<file path="src/hdl/eslw_pkg.sv">
package eslw_pkg;

    localparam int unsigned DEF_LENGTH_BITS = 24;
    localparam int unsigned WIN_BYTES       = 28;
    localparam int unsigned ATTR_BYTES      = 4;
    localparam int unsigned GUID_BYTES      = 16;
    localparam int unsigned FIRST_HDR_END   = ATTR_BYTES + WIN_BYTES - 1;
    localparam logic [7:0]  X509_TAG        = 8'hA1;

    localparam int unsigned FIFO_DEPTH      = 4;
    localparam int unsigned FIFO_PTR_BITS   = $clog2(FIFO_DEPTH);

    localparam logic KIND_CERT    = 1'b0;
    localparam logic KIND_SUMMARY = 1'b1;

    localparam logic [1:0] ST_COMPLETE = 2'd0;
    localparam logic [1:0] ST_SHORT    = 2'd1;
    localparam logic [1:0] ST_TRAILING = 2'd2;
    localparam logic [1:0] ST_BAD_SIZE = 2'd3;

    typedef struct packed {
        logic [7:0]  data_byte;
        logic        start_of_file;
        logic [23:0] file_length;
    } in_item_t;

    typedef struct packed {
        logic        result_kind;
        logic [23:0] entry_offset;
        logic [23:0] entry_size;
        logic [23:0] cert_total;
        logic [1:0]  file_status;
        logic        last_result;
    } res_t;

    typedef struct packed {
        logic cert_v;
        logic sum_v;
        res_t cert;
        res_t sum;
    } walk_out_t;

endpackage

</file>
<file path="src/hdl/eslw_in_if.sv">
interface eslw_in_if import eslw_pkg::*; ();
    logic     valid;
    logic     ready;
    in_item_t data;

    modport source (output valid, output data, input ready);
    modport sink (input valid, input data, output ready);
endinterface

</file>
<file path="src/hdl/eslw_out_if.sv">
interface eslw_out_if import eslw_pkg::*; ();
    logic valid;
    logic ready;
    res_t data;

    modport source (output valid, output data, input ready);
    modport sink (input valid, input data, output ready);
endinterface

</file>
<file path="src/hdl/eslw_cell.sv">
module eslw_cell (
    input  logic       clk,
    input  logic       rst_n,
    input  logic       clr,
    input  logic       shift,
    input  logic [7:0] din,
    output logic [7:0] q,
    output logic [7:0] fwd
);

    logic [7:0] q_reg;
    logic [7:0] q_next;

    always_comb
    begin
        q_next = q_reg;
        if (shift)
        begin
            q_next = din;
        end
        else if (clr)
        begin
            q_next = 8'd0;
        end
    end

    always_ff @(posedge clk or negedge rst_n)
    begin
        if (!rst_n)
        begin
            q_reg <= 8'd0;
        end
        else
        begin
            q_reg <= q_next;
        end
    end

    assign q   = q_reg;
    // a restart clears the window before the new byte shifts in
    assign fwd = clr ? 8'd0 : q_reg;

endmodule

</file>
<file path="src/hdl/eslw_walker.sv">
module eslw_walker import eslw_pkg::*; #(
    parameter int unsigned LENGTH_BITS = DEF_LENGTH_BITS
) (
    input  logic      clk,
    input  logic      rst_n,
    input  logic      acc,
    input  in_item_t  item,
    output walk_out_t walk
);

    localparam int unsigned LB = LENGTH_BITS;
    localparam int unsigned WW = ((LB > 32) ? LB : 32) + 3;

    logic [7:0] win_q   [WIN_BYTES];
    logic [7:0] win_fwd [WIN_BYTES];
    logic [7:0] view    [WIN_BYTES];

    logic start;
    logic live;

    genvar gi;
    generate
        for (gi = 0; gi < WIN_BYTES; gi++)
        begin : g_win
            logic [7:0] din;
            if (gi == WIN_BYTES - 1)
            begin : g_last
                assign din      = item.data_byte;
                assign view[gi] = item.data_byte;
            end
            else
            begin : g_mid
                assign din      = win_fwd[gi + 1];
                assign view[gi] = win_q[gi + 1];
            end
            eslw_cell u_cell (
                .clk   (clk),
                .rst_n (rst_n),
                .clr   (start),
                .shift (live),
                .din   (din),
                .q     (win_q[gi]),
                .fwd   (win_fwd[gi])
            );
        end
    endgenerate

    logic [LB-1:0] len_reg,  len_next;
    logic [LB-1:0] pos_reg,  pos_next;
    logic [WW-1:0] lp27_reg, lp27_next;
    logic [WW-1:0] nhe_reg,  nhe_next;
    logic [WW-1:0] le_reg,   le_next;
    logic [WW-1:0] ncs_reg,  ncs_next;
    logic [WW-1:0] aend_reg, aend_next;
    logic [31:0]   stride_reg, stride_next;
    logic          pend_reg, pend_next;
    logic          stop_reg, stop_next;
    logic [23:0]   cnt_reg,  cnt_next;

    logic          stg_v_reg, stg_v_next;
    logic [WW-1:0] stg_area_reg, stg_area_next;
    logic [WW-1:0] stg_le_reg,   stg_le_next;
    logic [31:0]   stg_ss_reg,   stg_ss_next;

    logic [LB-1:0] len_in, len_cur, pos_cur;
    logic [WW-1:0] nhe_cur, lp27_cur, pos_w, pos_ls, area_ss, area_ss2;
    logic          stop_cur, pend_cur, hit, dec, bad, ok, sum, stop_after;
    logic          trailing, resolve, fit;
    logic [23:0]   cnt_cur, cnt_after;
    logic [31:0]   ls, hs, ss;
    logic [1:0]    status;

    assign start    = acc && item.start_of_file;
    assign len_in   = LB'(item.file_length);
    assign len_cur  = start ? len_in : len_reg;
    assign pos_cur  = start ? '0 : pos_reg;
    assign nhe_cur  = start ? WW'(FIRST_HDR_END) : nhe_reg;
    assign lp27_cur = start ? (WW'(len_in) + WW'(WIN_BYTES - 1)) : lp27_reg;
    assign stop_cur = start ? 1'b0 : stop_reg;
    assign pend_cur = start ? 1'b0 : pend_reg;
    assign cnt_cur  = start ? 24'd0 : cnt_reg;
    assign pos_w    = WW'(pos_cur);

    assign live = acc && (pos_cur < len_cur);

    assign ls = {view[19], view[18], view[17], view[16]};
    assign hs = {view[23], view[22], view[21], view[20]};
    assign ss = {view[27], view[26], view[25], view[24]};

    assign hit    = live && !stop_cur && pend_cur && (pos_w == ncs_reg);
    assign dec    = live && !stop_cur && (pos_w == nhe_cur);
    assign pos_ls = pos_w + WW'(ls);
    assign bad    = (ls == 32'd0) || (pos_ls > lp27_reg);
    assign ok     = !bad && (view[0] == X509_TAG) && (ss > 32'(GUID_BYTES))
                    && ((WW'(hs) + WW'(WIN_BYTES)) <= WW'(ls));

    assign sum        = live && (((LB + 1)'(pos_cur) + (LB + 1)'(1)) == (LB + 1)'(len_cur));
    assign stop_after = stop_cur || (dec && bad);
    assign trailing   = dec ? (pos_ls < lp27_reg) : (nhe_cur < lp27_cur);
    assign cnt_after  = hit ? (cnt_cur + 24'd1) : cnt_cur;

    always_comb
    begin
        if (stop_after)
        begin
            status = ST_BAD_SIZE;
        end
        else if (len_cur < LB'(ATTR_BYTES + WIN_BYTES))
        begin
            status = ST_SHORT;
        end
        else if (trailing)
        begin
            status = ST_TRAILING;
        end
        else
        begin
            status = ST_COMPLETE;
        end
    end

    // second half of a header decode, in the cycle after the header byte
    assign resolve  = stg_v_reg && !start && !dec;
    assign area_ss  = stg_area_reg + WW'(stg_ss_reg);
    assign area_ss2 = stg_area_reg + (WW'(stg_ss_reg) << 1);
    assign fit      = area_ss <= stg_le_reg;

    always_comb
    begin
        len_next      = len_cur;
        pos_next      = live ? (pos_cur + LB'(1)) : pos_cur;
        lp27_next     = lp27_cur;
        nhe_next      = nhe_cur;
        le_next       = le_reg;
        ncs_next      = ncs_reg;
        aend_next     = aend_reg;
        stride_next   = stride_reg;
        pend_next     = pend_cur;
        stop_next     = stop_after;
        cnt_next      = cnt_after;
        stg_v_next    = dec && ok;
        stg_area_next = pos_w + WW'(hs) + WW'(1);
        stg_le_next   = pos_ls - WW'(WIN_BYTES - 1);
        stg_ss_next   = ss;

        if (hit)
        begin
            if (aend_reg > le_reg)
            begin
                pend_next = 1'b0;
            end
            else
            begin
                ncs_next  = ncs_reg + WW'(stride_reg);
                aend_next = aend_reg + WW'(stride_reg);
            end
        end
        if (dec)
        begin
            pend_next = 1'b0;
            if (!bad)
            begin
                nhe_next = pos_ls;
            end
        end
        if (resolve && fit)
        begin
            pend_next   = 1'b1;
            le_next     = stg_le_reg;
            ncs_next    = stg_area_reg + WW'(GUID_BYTES);
            aend_next   = area_ss2;
            stride_next = stg_ss_reg;
        end
    end

    always_ff @(posedge clk or negedge rst_n)
    begin
        if (!rst_n)
        begin
            len_reg    <= '0;
            pos_reg    <= '0;
            lp27_reg   <= WW'(WIN_BYTES - 1);
            nhe_reg    <= WW'(FIRST_HDR_END);
            le_reg     <= '0;
            ncs_reg    <= '0;
            aend_reg   <= '0;
            stride_reg <= '0;
            pend_reg   <= 1'b0;
            stop_reg   <= 1'b0;
            cnt_reg    <= '0;
            stg_v_reg  <= 1'b0;
        end
        else
        begin
            len_reg    <= len_next;
            pos_reg    <= pos_next;
            lp27_reg   <= lp27_next;
            nhe_reg    <= nhe_next;
            le_reg     <= le_next;
            ncs_reg    <= ncs_next;
            aend_reg   <= aend_next;
            stride_reg <= stride_next;
            pend_reg   <= pend_next;
            stop_reg   <= stop_next;
            cnt_reg    <= cnt_next;
            stg_v_reg  <= stg_v_next;
        end
    end

    always_ff @(posedge clk)
    begin
        stg_area_reg <= stg_area_next;
        stg_le_reg   <= stg_le_next;
        stg_ss_reg   <= stg_ss_next;
    end

    always_comb
    begin
        walk.cert_v            = hit;
        walk.sum_v             = sum;
        walk.cert.result_kind  = KIND_CERT;
        walk.cert.entry_offset = 24'(pos_cur);
        walk.cert.entry_size   = 24'(stride_reg - 32'(GUID_BYTES));
        walk.cert.cert_total   = 24'd0;
        walk.cert.file_status  = ST_COMPLETE;
        walk.cert.last_result  = !sum;
        walk.sum.result_kind   = KIND_SUMMARY;
        walk.sum.entry_offset  = 24'd0;
        walk.sum.entry_size    = 24'd0;
        walk.sum.cert_total    = cnt_after;
        walk.sum.file_status   = status;
        walk.sum.last_result   = 1'b1;
    end

endmodule

</file>
<file path="src/hdl/efi_signature_list_walker.sv">
// Each result item is registered in the result buffer before it is offered.
// Throughput: one byte per cycle; the per-byte walker step and a 28-cell
// shift window set it. A byte causes at most two results; while ready, they
// drain one per cycle from a four-entry result buffer; input stalls above two.
// Reset: window, counters, walk state and result buffer clear at once.
module efi_signature_list_walker import eslw_pkg::*; #(
    parameter int unsigned LENGTH_BITS = DEF_LENGTH_BITS
) (
    input logic        clk,
    input logic        rst_n,
    eslw_in_if.sink    byte_stream,
    eslw_out_if.source results
);

    localparam int unsigned CW = FIFO_PTR_BITS + 1;

    walk_out_t walk;
    logic      acc;
    logic      pop;
    logic      push0;
    logic      push_two;
    logic [1:0] push_n;
    res_t      item0;

    res_t                   fifo_mem_reg [FIFO_DEPTH];
    logic [FIFO_PTR_BITS-1:0] wr_ptr_reg, wr_ptr_next;
    logic [FIFO_PTR_BITS-1:0] rd_ptr_reg, rd_ptr_next;
    logic [CW-1:0]          cnt_reg, cnt_next;

    assign byte_stream.ready = cnt_reg <= CW'(FIFO_DEPTH - 2);
    assign acc = byte_stream.valid && byte_stream.ready;

    eslw_walker #(
        .LENGTH_BITS (LENGTH_BITS)
    ) u_walker (
        .clk   (clk),
        .rst_n (rst_n),
        .acc   (acc),
        .item  (byte_stream.data),
        .walk  (walk)
    );

    assign push0    = walk.cert_v || walk.sum_v;
    assign push_two = walk.cert_v && walk.sum_v;
    assign push_n   = {1'b0, push0} + {1'b0, push_two};
    assign item0    = walk.cert_v ? walk.cert : walk.sum;
    assign pop      = results.valid && results.ready;

    assign wr_ptr_next = wr_ptr_reg + FIFO_PTR_BITS'(push_n);
    assign rd_ptr_next = rd_ptr_reg + FIFO_PTR_BITS'(pop);
    assign cnt_next    = cnt_reg + CW'(push_n) - CW'(pop);

    always_ff @(posedge clk or negedge rst_n)
    begin
        if (!rst_n)
        begin
            wr_ptr_reg <= '0;
            rd_ptr_reg <= '0;
            cnt_reg    <= '0;
        end
        else
        begin
            wr_ptr_reg <= wr_ptr_next;
            rd_ptr_reg <= rd_ptr_next;
            cnt_reg    <= cnt_next;
        end
    end

    always_ff @(posedge clk)
    begin
        if (push0)
        begin
            fifo_mem_reg[wr_ptr_reg] <= item0;
        end
        if (push_two)
        begin
            fifo_mem_reg[wr_ptr_reg + FIFO_PTR_BITS'(1)] <= walk.sum;
        end
    end

    assign results.valid = cnt_reg != '0;
    assign results.data  = fifo_mem_reg[rd_ptr_reg];

    a_fifo_bound: assert property (@(posedge clk) disable iff (!rst_n)
        cnt_reg <= CW'(FIFO_DEPTH))
        else $error("result buffer count out of range");

    a_push_room: assert property (@(posedge clk) disable iff (!rst_n)
        (walk.cert_v || walk.sum_v) |-> (cnt_reg <= CW'(FIFO_DEPTH - 2)))
        else $error("result pushed without room");

    a_summary_last: assert property (@(posedge clk) disable iff (!rst_n)
        results.valid |->
            (results.data.result_kind != KIND_SUMMARY || results.data.last_result))
        else $error("summary item not marked last");

    a_cert_then_sum: assert property (@(posedge clk) disable iff (!rst_n)
        (walk.cert_v && !walk.sum_v) |=> !walk.cert_v)
        else $error("certificate items on adjacent cycles");

endmodule

</file>
<file path="src/flat_wrapper.sv">
// flat-port wrapper written by rule: the top's interface ports become plain ports
module efi_signature_list_walker_flat import eslw_pkg::*;
#(
    parameter int unsigned LENGTH_BITS = DEF_LENGTH_BITS
)
  (clk, rst_n, byte_stream_valid, byte_stream_data, byte_stream_ready, results_valid, results_data, results_ready);
  eslw_in_if byte_stream_i ();
  eslw_out_if results_i ();
  input logic clk;
  input logic rst_n;
  input wire logic [$bits(byte_stream_i.valid)-1:0] byte_stream_valid;
  input wire logic [$bits(byte_stream_i.data)-1:0] byte_stream_data;
  output wire logic [$bits(byte_stream_i.ready)-1:0] byte_stream_ready;
  output wire logic [$bits(results_i.valid)-1:0] results_valid;
  output wire logic [$bits(results_i.data)-1:0] results_data;
  input wire logic [$bits(results_i.ready)-1:0] results_ready;
  assign byte_stream_i.valid = byte_stream_valid;
  assign byte_stream_i.data = byte_stream_data;
  assign byte_stream_ready = byte_stream_i.ready;
  assign results_valid = results_i.valid;
  assign results_data = results_i.data;
  assign results_i.ready = results_ready;
  efi_signature_list_walker #(.LENGTH_BITS(LENGTH_BITS)) u_core (.clk(clk), .rst_n(rst_n), .byte_stream(byte_stream_i), .results(results_i));
endmodule
</file>
<file path="config.mk">
export PLATFORM = sky130hd
export DESIGN_NAME = efi_signature_list_walker_flat
export DESIGN_NICKNAME = d
export VERILOG_FILES = /design/src/hdl/eslw_pkg.sv /design/src/hdl/eslw_in_if.sv /design/src/hdl/eslw_out_if.sv /design/src/hdl/eslw_cell.sv /design/src/hdl/eslw_walker.sv /design/src/hdl/efi_signature_list_walker.sv /design/src/flat_wrapper.sv
export SDC_FILE = /design/constraint.sdc
export NUM_CORES = 2
export LEC_CHECK = 0
export BUFFER_PORTS_ARGS = -buffer_cell sky130_fd_sc_hd__buf_2
export CORE_AREA = 4 4 352 354
export DETAILED_ROUTE_END_ITERATION = 10
export DIE_AREA = 0 0 356 358
export GPL_TIMING_DRIVEN = 0
export SYNTH_ARGS = -nofsm -noshare
export SYNTH_HDL_FRONTEND = slang
export SYNTH_SLANG_ARGS = --single-unit
</file>
<file path="constraint.sdc">
create_clock -name clk -period 8.9 [get_ports clk]
set_clock_uncertainty 0.15 [all_clocks]
set_input_delay 0.445 -clock clk [delete_from_list [all_inputs] [get_ports clk]]
set_output_delay 0.445 -clock clk [all_outputs]
set_load 0.01 [all_outputs]
</file>
* Word-level counts from Yosys, hierarchy flattened
Memory sizes are Yosys's and may differ from the RTL's.
Index checks and enable logic that the tools add are counted.
** Storage, ports and cells
- Input bits :: 37
- Memory bits (read-only) :: 0
- Bits in registers :: 604
- Output and inout port bits :: 78
- Latch bits :: 0
- Word-level logic and storage cells :: 197
- Bits in writable memories :: 304
- Memories :: 1
** Operators by class
- Equal/unequal tests :: 5
- Reductions and logical operators :: 31
- Magnitude comparators :: 10
- Shift operators :: 0
- Multiply operators :: 0
- Add/sub/neg operators :: 21
- Mux-type cells :: 84
- Div/mod/pow operators :: 0
- Bitwise operators :: 0
** Memories
- u_core.fifo_mem_reg :: depth 4, width 76, read ports 1, clocked after memory_dff 0, wr ports 2, RTL line efi_signature_list_walker.sv:25 : res_t fifo_mem_reg [FIFO_DEPTH];
** Operator list (count)
- two-way mux 8 bit :: 54
- two-way mux 35 bit :: 10
- two-way mux 24 bit :: 5
- two-way mux 76 bit :: 1
- adder 35 x 32 -> 35 bit :: 2
- == test 24 x 35 -> 1 bit :: 2
- adder 24 x 32 -> 33 bit :: 2
- adder 24 x 1 -> 24 bit (second input constant) :: 2
- adder 34 x 32 -> 35 bit :: 1
- adder 34 x 33 -> 35 bit :: 1
- adder 34 x 5 -> 35 bit (second input constant) :: 1
- greater-than comparator 33 x 35 -> 1 bit :: 1
- greater-than comparator 35 bit :: 1
- less-or-equal comparator 35 bit :: 1
- < comparator 33 x 35 -> 1 bit :: 1
- < comparator 35 bit :: 1
- adder 33 x 1 -> 34 bit (second input constant) :: 1
- subtractor 33 x 5 -> 34 bit (second input constant) :: 1
- adder 32 x 5 -> 33 bit (second input constant) :: 1
- less-or-equal comparator 33 x 32 -> 1 bit :: 1
- greater-than comparator 32 x 5 -> 1 bit (second input constant) :: 1
- zero test 32 bit :: 1
- adder 24 x 1 -> 25 bit (second input constant) :: 1
- adder 24 x 5 -> 25 bit (second input constant) :: 1
- 21 further kinds :: 57

* Logic depth before layout (Yosys ltp)
- Depth in word-level cells :: 13
- Gate-level depth with buffers :: 38
- Depth with buffers taken out :: 28

* By module
A second synthesis with hierarchy kept.
** Unflattened totals
- Cells, all modules :: 5749
- Area total of the unflattened synthesis :: 58432.3 µm²
** By module, submodules not included
- eslw_walker :: cells an instance 3919, area each 32364.8 µm², instances 1, sequential area each 9024.9 µm²
- efi_signature_list_walker :: cells an instance 1155, area each 16203.0 µm², instances 1, sequential area each 9303.9 µm²
- eslw_cell :: cells an instance 25, area each 365.4 µm², instances 27, sequential area each 200.2 µm²

* Least setup slack after synthesis
OpenSTA, ideal clock, no wires.
- Kind :: reg-to-reg
- Start point :: register u_core.cnt_reg[1]
- End point :: register u_core.u_walker.nhe_reg[10]
- Library setup time :: 0.125 ns
- Path buffers :: 10
- Stages on the path, launching flop included :: 37
- Data required time :: 8.625 ns
- Period minus slack after synthesis :: 7.987 ns
- Arrival :: 7.712 ns
- Setup slack :: 0.913 ns
- Cell sequence :: dfrtp_1 a21o_1 buf_4 inv_4 nand2_2 buf_2 buf_2 buf_2 buf_2 clkbuf_1 clkbuf_1 clkbuf_1 nand2_1 inv_1 ha_1 fa_1 a211oi_1 o21ai_0 a41oi_1 a2111o_1 a21oi_2 a211oi_2 nor2_1 xnor2_1 inv_1 ha_1 nand4_1 or4_1 nor4_1 and3_1 a31oi_1 o211ai_1 o2bb2ai_1 or2_2 clkbuf_1 clkbuf_1 mux2_2
** Between the ends
- Longest elaborated chain between the ends :: 9
- Elaborated cells between the ends (all ways) :: 18
- Classes of those cells :: add/sub (1); order compare (3); eq/ne (1); mux (6); reduce/logical (7)
** Ends and longest elaborated chain
- start, declared :: RTL line efi_signature_list_walker.sv:28 : logic [CW-1:0] cnt_reg, cnt_next;
- start signal, assigned :: RTL line efi_signature_list_walker.sv:65 : cnt_reg <= cnt_next;
- less-or-equal comparator 3 x 2 -> 1 bit (*) :: RTL line efi_signature_list_walker.sv:30 : assign byte_stream.ready = cnt_reg <= CW'(FIFO_DEPTH - 2);
- logical AND 1 bit (*) :: RTL line efi_signature_list_walker.sv:31 : assign acc = byte_stream.valid && byte_stream.ready;
- logical AND 1 bit :: RTL line eslw_walker.sv:73 : assign start = acc && item.start_of_file;
- two-way mux 24 bit, on equally long branches :: RTL line eslw_walker.sv:76, eslw_walker.sv:75
- adder 24 x 32 -> 33 bit or < comparator 24 bit (tied branches) :: RTL line eslw_walker.sv:92, eslw_walker.sv:84
- greater-than comparator 33 x 35 -> 1 bit or logical AND 1 bit (tied branches) :: RTL line eslw_walker.sv:93, eslw_walker.sv:84
- logical OR 1 bit or logical AND 1 bit (tied branches) :: RTL line eslw_walker.sv:93, eslw_walker.sv:91
- two-way mux 35 bit or logical AND 1 bit (tied branches) :: RTL line eslw_walker.sv:161, eslw_walker.sv:91
- two-way mux 35 bit (*) :: RTL line eslw_walker.sv:158 : if (dec)
- net u_core.u_walker.nhe_next[10] :: RTL line eslw_walker.sv:51 : logic [WW-1:0] nhe_reg, nhe_next;
- end signal, assigned :: RTL line eslw_walker.sv:183 : nhe_reg <= WW'(FIRST_HDR_END);
- end signal, assigned :: RTL line eslw_walker.sv:198 : nhe_reg <= nhe_next;
- end, declared :: RTL line eslw_walker.sv:51
The timed path passes the listed nets; every way through them passes the cells marked *.
A chain may end at the register's enable or synchronous reset.

* Worst setup path after layout
- Start point :: register u_core.cnt_reg[0]
- End point :: register u_core.u_walker.nhe_reg[15]
Same word-level chain as after synthesis.

==> metrics <==
outcome=completed; commonest non-fill, non-tap cell in the layout=nand2_1; post-layout total power=18.1 mW; synthesis-stage register bit count=907; Sink Count=between 900 and 1,000; gr usage total=a little under a third; crit end category=register; Clk Latency, worst-skew pair=~0.74 ns; Logic pwr share=~45%; Final GP Congestion=between 0.9 and 1; Critical Path AT=9.14 ns; Worst Hold Class=primary input to register; switch share=43.0%; register share of total power=30.4%; final setup fails=0; final hold viol count=0; die width=around 360 µm; max FFs per register=around 300; synthesis-to-layout area growth=13.2%; post-synth top area share=between 20% and 30%; first-pass GRT wire length=290 mm; Port-buffer cells=~110; Post-DP Area=56,600 µm²; Root Buffer Master=clkbuf_16; Clock Pin Slew Worst Setup and Hold Paths=~0.060 ns; r2r endpoint=u_core.u_walker.nhe_reg[15]; Worst R2R Setup Slack=around 0.22 ns; number of placement rows=128; layout cells sized above 1=between 9 and 10%; detailed-route via count=approximately 47,000; async set-reset flop share out of synthesis=around 56%; origin of the critical flop-to-flop path=u_core.cnt_reg[0]; # IOs=~120; DRC=0; GR Overflow Total=0; worst setup path endpoint=u_core.u_walker.nhe_reg[15]; setup ws final=around 0.22 ns; Leak=approximately 27 nW; chip height=358 µm; VDD IR max=0.240 mV; CTS H-tree lvls=3; Pwr Density=a little under 300 nW/µm²; Yosys Warn Count=0; Required @ worst endpoint=~9.4 ns; pin count of the biggest net entering global routing=about 110; Mapped Avg Cell Area=approximately 8.9 µm²; Worst path max stage delay=between 0.5 and 0.6 ns; Final Max Slew Viols=0; initial antenna violation count=10; Via density=approximately 5.8; most frequent cells in the layout=nand2_1 (1,003), a21oi_1 (498), dfrtp_1 (494), o21ai_0 (475), ha_1 (370); Period minus WS final=around 8.7 ns; fill count=about 12,000; final instance area=61,000 µm²; Pre-antenna DRT Iters=8; final cell count without fillers=roughly 8,000; DR WL/cell=~24 µm; core box area=approximately 120,000 µm²; Max-cap violations=0; Synth area leader=dfrtp_1; synth top area cells=dfrtp_1 (23%), dfxtp_1 (11%), ha_1 (8.6%); clock share of power=approximately a quarter; Worst slew margin=11.1%; most frequent CP cell=clkbuf_8; sequential-to-total area share from yosys stat=40.3%; final worst-path cycle share=roughly 98%; crit path max-delay cell type=or4_4; nets=approximately 6,700; CTS max path bufs=3; Post-Syn Nets=6,471; Primary FF master, synth=dfrtp_1; die area=roughly 130,000 µm²; Synth Instances=approximately 6,100; Placed Cells=7,801; Starting Density=44.5%; Tightest Pin Transition=1.33 ns; P_int=between 10 and 15 mW; RSZ-0062 raised after global routing=no; Psw=just under 8 mW; Detailed Route Iter0 Violations=5,075; Crit Path Max Fanout=19; Fmax=roughly 120 MHz; Post-synth EDFFs=104; crit path launch type=register; vias in the first global route=44,800; Crit Path Category=register to register; CTS tree=yes; Placement Setup Slack=-4.28 ns; Critical Path Start=u_core.cnt_reg[0]; ANT nets after route=0; Final HPWL DP=149 mm; post-synthesis cell type count=between 100 and 150; final wirelength=195 mm; R2R cell count=33; Cell Area, Synth=between 50,000 and 60,000 µm²; cts bufs inserted=roughly 110
-- cell families after synthesis --
| logic type | after synthesis | synth area share [%] |
|---|---|---|
| xor gates and xnor gates | 413 | 6.77 |
| adders and majority gates | 388 | 9.06 |
| muxes | 207 | 5.76 |
| buffers and inverters | 637 | 4.55 |
| AOI/OAI and AO/OA | 1501 | 16.7 |
| and+or+nand+nor | 2003 | 16.9 |
| DFF | 907 | 40.3 |
-- through the flow --
step | setup TNS, ns | hold WS, ns | utilization (%)
final | 0 | 0.0600 | 50.4
after global routing | 0 | 0.0468 | 50.4
after CTS | 0 | 0.00178 | 50.3
after detailed placement | -1543.56 | 0.275 | 46.8
after global placement | -3508.59 | 0.255 | 46.6
after floorplan | 0 | -0.000591 | -
-- power by group through the flow --
stage,clock network (mW),registers [mW],logic [mW]
final,4.53,5.49,8.05
after global routing,4.77,5.54,8.68
after CTS,4.59,5.47,7.90
after detailed placement,0,5.55,7.67
after global placement,0,5.54,7.59
after floorplan,0,5.21,5.15
-- synthesized netlist by cell type (51+ instances only) --
cell type  number
nand2_1      1006
mux4_2         76
nor2_1        354
nand3_1       110
edfxtp_1      104
o21ai_0       476
nor4_1         51
and2_1         74
dfrtp_1       495
dfxtp_1       299
mux2_2         63
a21o_1        136
mux2i_1        68
o31ai_1        59
xnor2_1       293
inv_1         309
nor3_1         69
a21oi_1       498
ha_1          371
nand4_1        96
xor2_1        117
clkbuf_1      266
-- per-layer routing --
| metal | up-vias | part of all wire, % | track usage, % |
|---|---|---|---|
| li1 | 21800 | - | - |
| met1 | 22900 | 43 | 41.9 |
| met2 | 1806 | 44 | 46.2 |
| met3 | 374 | 8.0 | 5.74 |
| met4 | 4 | 4.9 | 12.7 |
| met5 | - | 0.014 | 0 |
-- what timing repair did --
action | in CTS | in global routing
hold buffers | 19 | 0
gates resized for setup | 76 | 35
endpoints found under the setup margin | 847 | 381
pin swaps | 12 | 5
buffers inserted | 16 | 3
hold endpoints to repair | 138 | 0
-- worst min-delay path by stage --
stage	start	end	slack, ns	cells after the start
after CTS	byte_stream_data[14]	u_core.u_walker.lp27_reg[14]	0.002	3
after detailed placement	u_core.u_walker.g_win[25].u_cell.q[5]	u_core.u_walker.stg_ss_reg[5]	0.27	0
after global routing	byte_stream_data[14]	u_core.u_walker.lp27_reg[14]	0.05	3
final	byte_stream_data[14]	u_core.u_walker.lp27_reg[14]	0.06	3
after floorplan	rst_n	u_core.cnt_reg[0]	-0.0006	0
after global placement	u_core.u_walker.g_win[26].u_cell.q[5]	u_core.u_walker.stg_ss_reg[13]	0.26	0
-- layout make-up --
| cell class | count | area, µm² | area share (%) |
|---|---|---|---|
| Timing Repair Buffer | 160 | 1080 | 1.77 |
| Multi-Input combinational cell | 4512 | 29900 | 49.1 |
| Inverter | 313 | 1210 | 1.98 |
| Tap cell | 1625 | 2030 | 3.33 |
| Antenna cell | 1 | 2.50 | 0.00410 |
| Clock inverter | 46 | 489 | 0.802 |
| Sequential cell | 907 | 21700 | 35.6 |
| Buffer | 317 | 1340 | 2.19 |
| Clock buffer | 152 | 3150 | 5.16 |
-- worst max-delay path: cells and delay by family, from the launching register on --
family	cells	cell delay [ns]
AO/OA/AOI/OAI	8	1.68
XOR/XNOR	1	0.24
adder cells (fa/ha/maj)	3	1.12
buffers and inverters	10	2.26
flip-flops	1	0.44
multiplexers	1	0.36
AND/OR/NAND/NOR	10	2.23
Note: power is estimated with default switching activity, not from simulation.
